<file path="src/hw/rtl/ssbs_pkg.sv">
`default_nettype none

package ssbs_pkg;

  // field widths fixed by the interface
  localparam int COORD_W = 16;
  localparam int SCORE_W = 16;
  localparam int KEY_W   = SCORE_W + 1;
  localparam int BOX_W   = 4 * COORD_W;
  localparam int THR_W   = 17;
  localparam int LIMIT_W = 7;
  localparam int KEPT_W  = 6;
  localparam int CFG_IDX_W = 1;
  localparam int CFG_DATA_W = 17;

  // register indexes on the configuration port
  localparam logic [CFG_IDX_W-1:0] REG_THRESH = 1'b0;
  localparam logic [CFG_IDX_W-1:0] REG_LIMIT  = 1'b1;

  localparam logic [THR_W-1:0]   THR_RESET   = 17'd19661;
  localparam logic [LIMIT_W-1:0] LIMIT_RESET = 7'd64;

  typedef enum logic [4:0] {
    ST_IDLE,
    ST_ZERO,
    ST_SINIT,
    ST_SORT,
    ST_COPY,
    ST_OI_RD,
    ST_OI_A,
    ST_OI_B,
    ST_IJ_RD,
    ST_IJ_A,
    ST_IJ_B,
    ST_M1,
    ST_UN,
    ST_M2,
    ST_M3,
    ST_CMP,
    ST_FINISH
  } state_t;

  typedef struct packed {
    logic load;
    logic zero_out;
    logic sinit;
    logic sort_pass;
    logic copy;
    logic ginit;
    logic oi_rd;
    logic oi_a;
    logic oi_b;
    logic ij_rd;
    logic ij_b;
    logic m1;
    logic un;
    logic m2;
    logic m3;
    logic cmp;
    logic finish;
  } cmd_t;

  typedef struct packed {
    logic limit_zero;
    logic sort_done;
    logic copy_done;
    logic i_end;
    logic mark_i;
    logic kc_last;
    logic j_end;
    logic mark_j;
  } sts_t;

endpackage

`default_nettype wire

</file>
<file path="src/hw/rtl/ssbs_ctrl.sv">
`default_nettype none

module ssbs_ctrl (
  input  wire logic          clk,
  input  wire logic          rst_n,
  input  wire logic          start,
  input  wire logic          in_last_box,
  input  wire ssbs_pkg::sts_t sts,
  output ssbs_pkg::cmd_t     cmd,
  output logic               busy
);

  ssbs_pkg::state_t state_r, state_nxt;

  // hold state
  always_ff @(posedge clk) begin
    if (!rst_n) begin
      state_r <= ssbs_pkg::ST_IDLE;
    end else begin
      state_r <= state_nxt;
    end
  end

  assign busy = (state_r != ssbs_pkg::ST_IDLE);

  // sequence load, sort, copy and greedy walk, or the zero-limit result
  always_comb begin
    state_nxt = state_r;
    cmd = '0;
    case (state_r)
      ssbs_pkg::ST_IDLE: begin
        if (start) begin
          cmd.load = 1'b1;
          if (in_last_box) begin
            state_nxt = sts.limit_zero ? ssbs_pkg::ST_ZERO : ssbs_pkg::ST_SINIT;
          end
        end
      end
      ssbs_pkg::ST_ZERO: begin
        cmd.zero_out = 1'b1;
        state_nxt = ssbs_pkg::ST_IDLE;
      end
      ssbs_pkg::ST_SINIT: begin
        cmd.sinit = 1'b1;
        state_nxt = ssbs_pkg::ST_SORT;
      end
      ssbs_pkg::ST_SORT: begin
        cmd.sort_pass = 1'b1;
        if (sts.sort_done) state_nxt = ssbs_pkg::ST_COPY;
      end
      ssbs_pkg::ST_COPY: begin
        cmd.copy = 1'b1;
        if (sts.copy_done) begin
          cmd.ginit = 1'b1;
          state_nxt = ssbs_pkg::ST_OI_RD;
        end
      end
      ssbs_pkg::ST_OI_RD: begin
        cmd.oi_rd = 1'b1;
        if (sts.i_end) state_nxt = ssbs_pkg::ST_FINISH;
        else if (!sts.mark_i) state_nxt = ssbs_pkg::ST_OI_A;
      end
      ssbs_pkg::ST_OI_A: begin
        cmd.oi_a = 1'b1;
        state_nxt = ssbs_pkg::ST_OI_B;
      end
      ssbs_pkg::ST_OI_B: begin
        cmd.oi_b = 1'b1;
        state_nxt = sts.kc_last ? ssbs_pkg::ST_FINISH : ssbs_pkg::ST_IJ_RD;
      end
      ssbs_pkg::ST_IJ_RD: begin
        cmd.ij_rd = 1'b1;
        if (sts.j_end) state_nxt = ssbs_pkg::ST_OI_RD;
        else if (!sts.mark_j) state_nxt = ssbs_pkg::ST_IJ_A;
      end
      ssbs_pkg::ST_IJ_A: state_nxt = ssbs_pkg::ST_IJ_B;
      ssbs_pkg::ST_IJ_B: begin
        cmd.ij_b = 1'b1;
        state_nxt = ssbs_pkg::ST_M1;
      end
      ssbs_pkg::ST_M1: begin
        cmd.m1 = 1'b1;
        state_nxt = ssbs_pkg::ST_UN;
      end
      ssbs_pkg::ST_UN: begin
        cmd.un = 1'b1;
        state_nxt = ssbs_pkg::ST_M2;
      end
      ssbs_pkg::ST_M2: begin
        cmd.m2 = 1'b1;
        state_nxt = ssbs_pkg::ST_M3;
      end
      ssbs_pkg::ST_M3: begin
        cmd.m3 = 1'b1;
        state_nxt = ssbs_pkg::ST_CMP;
      end
      ssbs_pkg::ST_CMP: begin
        cmd.cmp = 1'b1;
        state_nxt = ssbs_pkg::ST_IJ_RD;
      end
      ssbs_pkg::ST_FINISH: begin
        cmd.finish = 1'b1;
        state_nxt = ssbs_pkg::ST_IDLE;
      end
      default: state_nxt = ssbs_pkg::ST_IDLE;
    endcase
  end

endmodule

`default_nettype wire

</file>
<file path="config.mk">
export PLATFORM = sky130hd
export DESIGN_NAME = ssbs_ctrl
export DESIGN_NICKNAME = d
export VERILOG_FILES = /design/src/hw/rtl/ssbs_pkg.sv /design/src/hw/rtl/ssbs_ctrl.sv
export SDC_FILE = /design/constraint.sdc
export NUM_CORES = 1
export LEC_CHECK = 0
export BUFFER_PORTS_ARGS = -buffer_cell sky130_fd_sc_hd__buf_4
export CAP_MARGIN = 5
export CORE_MARGIN = 1
export CORE_UTILIZATION = 40
export DETAILED_ROUTE_END_ITERATION = 10
export GPL_TIMING_DRIVEN = 0
export PLACE_DENSITY_LB_ADDON = 0.05
export SLEW_MARGIN = 20
export SYNTH_ARGS = -nofsm -noshare
export SYNTH_HDL_FRONTEND = slang
export SYNTH_SLANG_ARGS = --single-unit
</file>
<file path="constraint.sdc">
create_clock -name clk -period 1.8 [get_ports clk]
set_input_delay 0.09 -clock clk [delete_from_list [all_inputs] [get_ports clk]]
set_output_delay 0.09 -clock clk [all_outputs]
set_load 0.02 [all_outputs]
</file>
==> results.sh, run 1 <==
export IMPL_grt_max_degree=11
export IMPL_wirelength_um=1446
export IMPL_holdBufCountCts=0
export IMPL_tns_ns=0
export IMPL_route_detailed_drc=0
export IMPL_grt_antenna_before_repair=0
export IMPL_reg2reg_from="state_r[0]"
export IMPL_fin_crit_sh_pct=96.32
export IMPL_seqCellArea_um2=100.1
export IMPL_pre_cts_ws_ns=0.2483
export IMPL_num_vias=665
export IMPL_hp_class="input port to register"
export IMPL_startpoint="state_r[0]"
export IMPL_power_frac_clock_pct=34.5
export IMPL_first_pass_iters=4
export IMPL_via_per_inst=5.542
export IMPL_nFillCells=109
export IMPL_design_die_area_mm2=0.001459
export IMPL_path_clk_slew_ns=0.05
export IMPL_setup_viol=0
export IMPL_crit_fanout=12
export IMPL_startpoint_type="register"
export IMPL_design_area_um2=783.3
export IMPL_largest_register="state_r"
export IMPL_crit_family="simple AND/OR/NAND/NOR gates"
export IMPL_p_leak_nw=0.3636
export IMPL_synth_edf_count=0
export IMPL_h_tree_depth=1
export IMPL_cts_inserted_buffers=3
export IMPL_ctsResizeCount=0
export IMPL_crit_slowest_cell="dfxtp_1"
export IMPL_worst_endpoint_arrival_ns=1.87
export IMPL_ant_nets=0
export IMPL_start_util_pct=45.35
export IMPL_holdWs_ns=0.09722
export IMPL_grt_pass1_wl_um=2332
export IMPL_syn_area_um2=524.3
export IMPL_gr_total_overflow=0
export IMPL_post_cts_setup_buffer_count=0
export IMPL_slowest_delay_ns=0.55
export IMPL_path_cells="or3b_4 -> nor3_4 -> a221oi_2 -> a32o_1"
export IMPL_clk_latency_ns=0.25
export IMPL_track_usage_pct=22.93
export IMPL_grt_pass1_vias=547
export IMPL_seq_area_frac_synth_pct=19.09
export IMPL_place_area_um2=759.5
export IMPL_async_flop_share_pct=0
export IMPL_seqPwrFrac_pct=32.1
export IMPL_fin_ws_ns=0.06619
export IMPL_ys_flop_type="dfxtp_1"
export IMPL_crit_path_end_kind="register"
export IMPL_die_h_um=38.20
export IMPL_path_class="register to register"
export IMPL_clock_sinks=5
export IMPL_cts_root_buf="clkbuf_4"
export IMPL_tritoncts="yes"
export IMPL_drive_above_1_share_pct=38.68
export IMPL_fin_nets=119
export IMPL_core_rowCount=12
export IMPL_worst_slew_pin_slew_ns=0.4908
export IMPL_drv_slew=0
export IMPL_syn2layout_area_growth_pct=49.40
export IMPL_dr_first_iter_drc_count=25
export IMPL_io_buffers=29
export IMPL_fmaxAchievable_ghz=0.5768
export IMPL_crit_required_ns=1.94
export IMPL_relSlewSlack_pct=67.03
export IMPL_netlist_instances=74
export IMPL_wl_per_cell_um=12.05
export IMPL_hpwl_um=1129
export IMPL_power_ir_vdd_worst_mv=0.5203
export IMPL_cellInternalPower_w=0.0002580
export IMPL_multi_input_area_um2=382.9
export IMPL_largest_reg_flops=5
export IMPL_min_period_ns=1.734
export IMPL_die_x_um=38.20
export IMPL_diodes=0
export IMPL_cp_num_buf_inv=0
export IMPL_ys_types=33
export IMPL_finalHoldViolCount=0
export IMPL_avgSynthCellArea_um2=7.085
export IMPL_pin_count=30
export IMPL_ys_warn_count=0
export IMPL_power_switching_w=0.0001284
export IMPL_gp_congestion=0.8784
export IMPL_p_per_area_mw_per_mm2=493.3
export IMPL_switching_share_pct=33.23
export IMPL_hold_start="rst_n"
export IMPL_outcome="finished clean"
export IMPL_syn_nets=86
export IMPL_clockBufferDepth=2
export IMPL_top_regs="state_r x5"
export IMPL_skew_ns=0.0003774
export IMPL_rsz0062_at_grt="false"
export IMPL_core_mm2=0.001156
export IMPL_ys_ff_latch=5
export IMPL_combinationalPowerShare_pct=33.3
export IMPL_maxCapViolations=0
export IMPL_utilization_pct=67.75
-- kinds of logic (layout without fill, tap and decap cells) --
kind of cell / Yosys count / after routing / share of synthesized area [%]
AOI/OAI and AO/OA: 16 / 16 / 22.91
buffers and inverters: 8 / 40 / 7.874
DFF: 5 / 5 / 19.09
muxes: 2 / 2 / 3.819
and+or+nand+nor: 43 / 43 / 46.30
-- power groups by stage --
stage               clock, W  sequential (W)  combinational [W]
floorplan                  0        0.000120          0.0000813
global placement           0        0.000121           0.000132
detailed placement         0        0.000121           0.000134
CTS                 0.000138        0.000119           0.000134
global route        0.000145        0.000124           0.000139
finish              0.000133        0.000124           0.000129
-- worst paths after layout --
kind	slack (ns)	end	cells after the start
max	0.07	state_r[1]	4
min	0.1	state_r[0]	2
max reg2reg	0.07	state_r[1]	4
min reg2reg	0.64	state_r[4]	2
-- metrics by stage --
step	instances	power, W
2_1_floorplan	74	0.0002017
3_3_place_gp	117	0.0002528
3_5_place_dp	117	0.0002550
4_1_cts	121	0.0003908
5_1_grt	120	0.0004086
6_report	120	0.0003864
-- cell usage in the layout (no fill, tap or decap), drive strengths merged --
master / n
buf: 33
nor2: 14
nor3: 8
nand2: 5
dfxtp: 5
a21oi: 4
nand3b: 3
nand2b: 3
inv: 3
clkbuf: 3
and3: 2
mux2i: 2
o21a: 2
or3b: 1
or3: 1
or2b: 1
and2: 1
nor4b: 1
a311oi: 1
o22ai: 1
a31oi: 1
o311ai: 1
o2bb2ai: 1
nor4: 1
a221oi: 1
nor2b: 1
o21ai: 1
and2b: 1
a32o: 1
a21o: 1
o41ai: 1
clkinv: 1
-- synth_stat cells, drive strengths merged, types with 2 or more instances --
library cell | count | area [um2]
a21oi | 4 | 20.02
and3 | 2 | 12.51
buf | 4 | 26.27
dfxtp | 5 | 100.1
inv | 3 | 11.26
mux2i | 2 | 20.02
nand2 | 5 | 18.77
nand2b | 3 | 18.77
nand3b | 3 | 22.52
nor2 | 14 | 52.55
nor3 | 8 | 51.30
o21a | 2 | 15.01
-- layer usage --
layer | vias to the layer above | part of all wire (%) | GRT usage (%)
met3 | 0 | 7.5 | 7.558
met4 | 0 | 0 | 4.464
met1 | 301 | 42 | 28.57
li1 | 336 | - | -
met2 | 28 | 50 | 38.14
met5 | - | 0 | 0
-- worst reg2reg max path: stages, from the launching register on --
cell	delay, ns
dfxtp_1	0.55
or3b_4	0.47
nor3_4	0.23
a221oi_2	0.12
a32o_1	0.25
-- layout make-up --
cell class,instances,share of cell area [%]
multi-input cells,61,48.88
repair buffers,29,27.80
flip-flops and latches,5,12.78
plain buffers,4,3.355
clock buffers,3,2.875
well taps,14,2.236
inverters,3,1.438
clock inverters,1,0.6390
No activity file was read; power rests on OpenSTA's default activity.
==> run 2, diff against run 1 <==
--- a/config.mk
+++ b/config.mk
@@ -5,13 +5,15 @@
 export SDC_FILE = /design/constraint.sdc
 export NUM_CORES = 1
 export LEC_CHECK = 0
+export ABC_AREA = 1
 export BUFFER_PORTS_ARGS = -buffer_cell sky130_fd_sc_hd__buf_4
 export CAP_MARGIN = 5
 export CORE_MARGIN = 1
 export CORE_UTILIZATION = 40
 export DETAILED_ROUTE_END_ITERATION = 10
 export GPL_TIMING_DRIVEN = 0
-export PLACE_DENSITY_LB_ADDON = 0.05
+export PLACE_DENSITY = 0.78
+export SKIP_LAST_GASP = 1
 export SLEW_MARGIN = 20
 export SYNTH_ARGS = -nofsm -noshare
 export SYNTH_HDL_FRONTEND = slang
==> results.sh, run 2 <==
export IMPL_design_die_area_mm2=0.001578
export IMPL_largest_register="state_r"
export IMPL_seqCellArea_um2=100.1
export IMPL_nFillCells=139
export IMPL_via_per_inst=4.752
export IMPL_largest_reg_flops=5
export IMPL_syn2layout_area_growth_pct=46.15
export IMPL_gr_total_overflow=0
export IMPL_first_pass_iters=4
export IMPL_fmaxAchievable_ghz=0.6610
export IMPL_ctsResizeCount=0
export IMPL_crit_required_ns=1.71
export IMPL_hp_class="input port to register"
export IMPL_relSlewSlack_pct=76.90
export IMPL_worst_slew_pin_slew_ns=0.3461
export IMPL_holdBufCountCts=0
export IMPL_diodes=0
export IMPL_synthAdderAreaFrac_pct=0
export IMPL_final_common_cell="buf_4"
export IMPL_async_flop_share_pct=0
export IMPL_synth_most_common_cell="nand2_1"
export IMPL_drive_above_1_share_pct=30.28
export IMPL_clk_latency_ns=0.24
export IMPL_yosys_top_cells_count="nand2_1, nor2_1, inv_1, a21oi_1, dfxtp_1"
export IMPL_min_period_ns=1.513
export IMPL_skew_ns=0.003034
export IMPL_path_clk_slew_ns=0.04
export IMPL_seq_area_frac_synth_pct=17.58
export IMPL_grt_pass1_wl_um=2421
export IMPL_setup_viol=0
export IMPL_post_cts_setup_buffer_count=0
export IMPL_muxShareOfSynthArea_pct=0
export IMPL_num_vias=746
export IMPL_gp_congestion=0.8383
export IMPL_fin_crit_sh_pct=84.05
export IMPL_avgSynthCellArea_um2=5.223
export IMPL_syn_nets=121
export IMPL_fin_ws_ns=0.2870
export IMPL_startpoint="state_r[0]"
export IMPL_netlist_instances=109
export IMPL_core_rowCount=13
export IMPL_ys_ff_latch=5
export IMPL_p_per_area_mw_per_mm2=526.2
export IMPL_crit_fanout=7
export IMPL_route_detailed_drc=0
export IMPL_cts_root_buf="clkbuf_4"
export IMPL_hold_start="sts[4]"
export IMPL_finalHoldViolCount=0
export IMPL_synth_edf_count=0
export IMPL_hold_depth=3
export IMPL_clock_sinks=5
export IMPL_fin_nets=155
export IMPL_synth_top_area_share_pct=17.80
export IMPL_path_class="register to primary output"
export IMPL_syn_area_um2=569.3
export IMPL_hpwl_um=1265
export IMPL_p_leak_nw=0.4693
export IMPL_ant_nets=0
export IMPL_ys_types=19
export IMPL_pre_cts_ws_ns=0.4430
export IMPL_yosys_area_top_type="nand2_1"
export IMPL_rsz0062_at_grt="false"
export IMPL_ys_flop_type="dfxtp_1"
export IMPL_start_util_pct=43.21
export IMPL_cts_inserted_buffers=3
export IMPL_h_tree_depth=1
export IMPL_drv_slew=0
export IMPL_wl_per_cell_um=9.561
export IMPL_ff2ff_path_depth=9
export IMPL_ys_warn_count=0
export IMPL_track_usage_pct=22.31
export IMPL_outcome="finished clean"
export IMPL_tritoncts="yes"
export IMPL_pin_count=30
export IMPL_synthTopCellsByArea="nand2_1, dfxtp_1, nor2_1"
export IMPL_core_mm2=0.001318
export IMPL_io_buffers=29
export IMPL_grt_max_degree=8
export IMPL_final_cell_mix="buf_4, nand2_1, nor2_1"
export IMPL_multi_input_area_um2=375.4
export IMPL_dr_first_iter_drc_count=17
export IMPL_maxCapViolations=0
export IMPL_grt_antenna_before_repair=0
export IMPL_power_ir_vdd_worst_mv=0.4113
export IMPL_holdWs_ns=0.1293
export IMPL_clockBufferDepth=2
export IMPL_wirelength_um=1501
export IMPL_synth_compound_area_share_pct=10.55
export IMPL_grt_pass1_vias=637
export IMPL_worst_endpoint_arrival_ns=1.42
export IMPL_synthSimpleGateAreaFrac_pct=55.38
export IMPL_synth_top_family_by_area="simple AND/OR/NAND/NOR gates"
export IMPL_die_x_um=39.73
export IMPL_synthXorXnorAreaFrac_pct=0
export IMPL_die_h_um=39.73
export IMPL_tns_ns=0
export IMPL_top_regs="state_r x5"
export IMPL_reg2reg_from="state_r[0]"
export IMPL_startpoint_type="register"
export IMPL_crit_path_end_kind="primary output"
run 2: changes by cell type after synthesis, moves of 3 or more:
| cell | delta |
|---|---|
| nand3_1 | +3 |
| nor2_2 | +4 |
| nand2_1 | +22 |
| nand2b_1 | -3 |
| nor3_1 | -7 |
| inv_1 | +20 |
| nor2_1 | +11 |
| buf_2 | -3 |
run 2: critical path: stages (launching register included):
cell     delay, ns
dfxtp_1       0.43
nand2_1       0.11
nor2_1        0.23
inv_1         0.11
nor2_1        0.14
buf_4         0.16
run 2: cells by family after synthesis:
logic type,after synthesis
AND/OR/NAND/NOR,69
flip-flops,5
buffers and inverters,25
AO/OA/AOI/OAI,10
run 2: report_power, final:
| group | leakage [nW] | internal (W) | switching (W) |
|---|---|---|---|
| logic | 0.414 | 0.0000712 | 0.000107 |
| clock network | 0.0150 | 0.0000837 | 0.0000454 |
| registers | 0.0406 | 0.000118 | 0.0000119 |
| total | 0.469 | 0.000273 | 0.000165 |
run 2: layer usage:
layer	part of all wire (%)	track usage [%]	wire, um
met4	0	0	0
met5	0	0	0
met2	48	40.57	725
met3	7.9	8.523	118
met1	44	25.67	657
run 2: area by class of cell:
| type | instances | area share, % |
|---|---|---|
| multi-input combinational | 79 | 45.11 |
| timing repair buffer | 29 | 26.17 |
| sequential | 5 | 12.03 |
| inverter | 25 | 11.28 |
| clock buffer | 4 | 3.158 |
| tap | 15 | 2.256 |
run 2: stage by stage:
| stage | instances | power (W) | instance area [um2] | util, % |
|---|---|---|---|---|
| after detailed placement | 153 | 0.0003108 | 805.8 | 61.16 |
| after global routing | 157 | 0.0004844 | 832.0 | 63.15 |
| after CTS | 157 | 0.0004453 | 832.0 | 63.15 |
| after global placement | 153 | 0.0003076 | 805.8 | 61.16 |
| after floorplan | 109 | 0.0002451 | 569.3 | - |
| final | 157 | 0.0004378 | 832.0 | 63.15 |
run 2: final timing paths:
path	end	slack, ns
setup / recovery	cmd[10]	0.29
hold / removal	state_r[4]	0.13
setup reg to reg	state_r[2]	0.43
hold reg to reg	state_r[0]	0.55
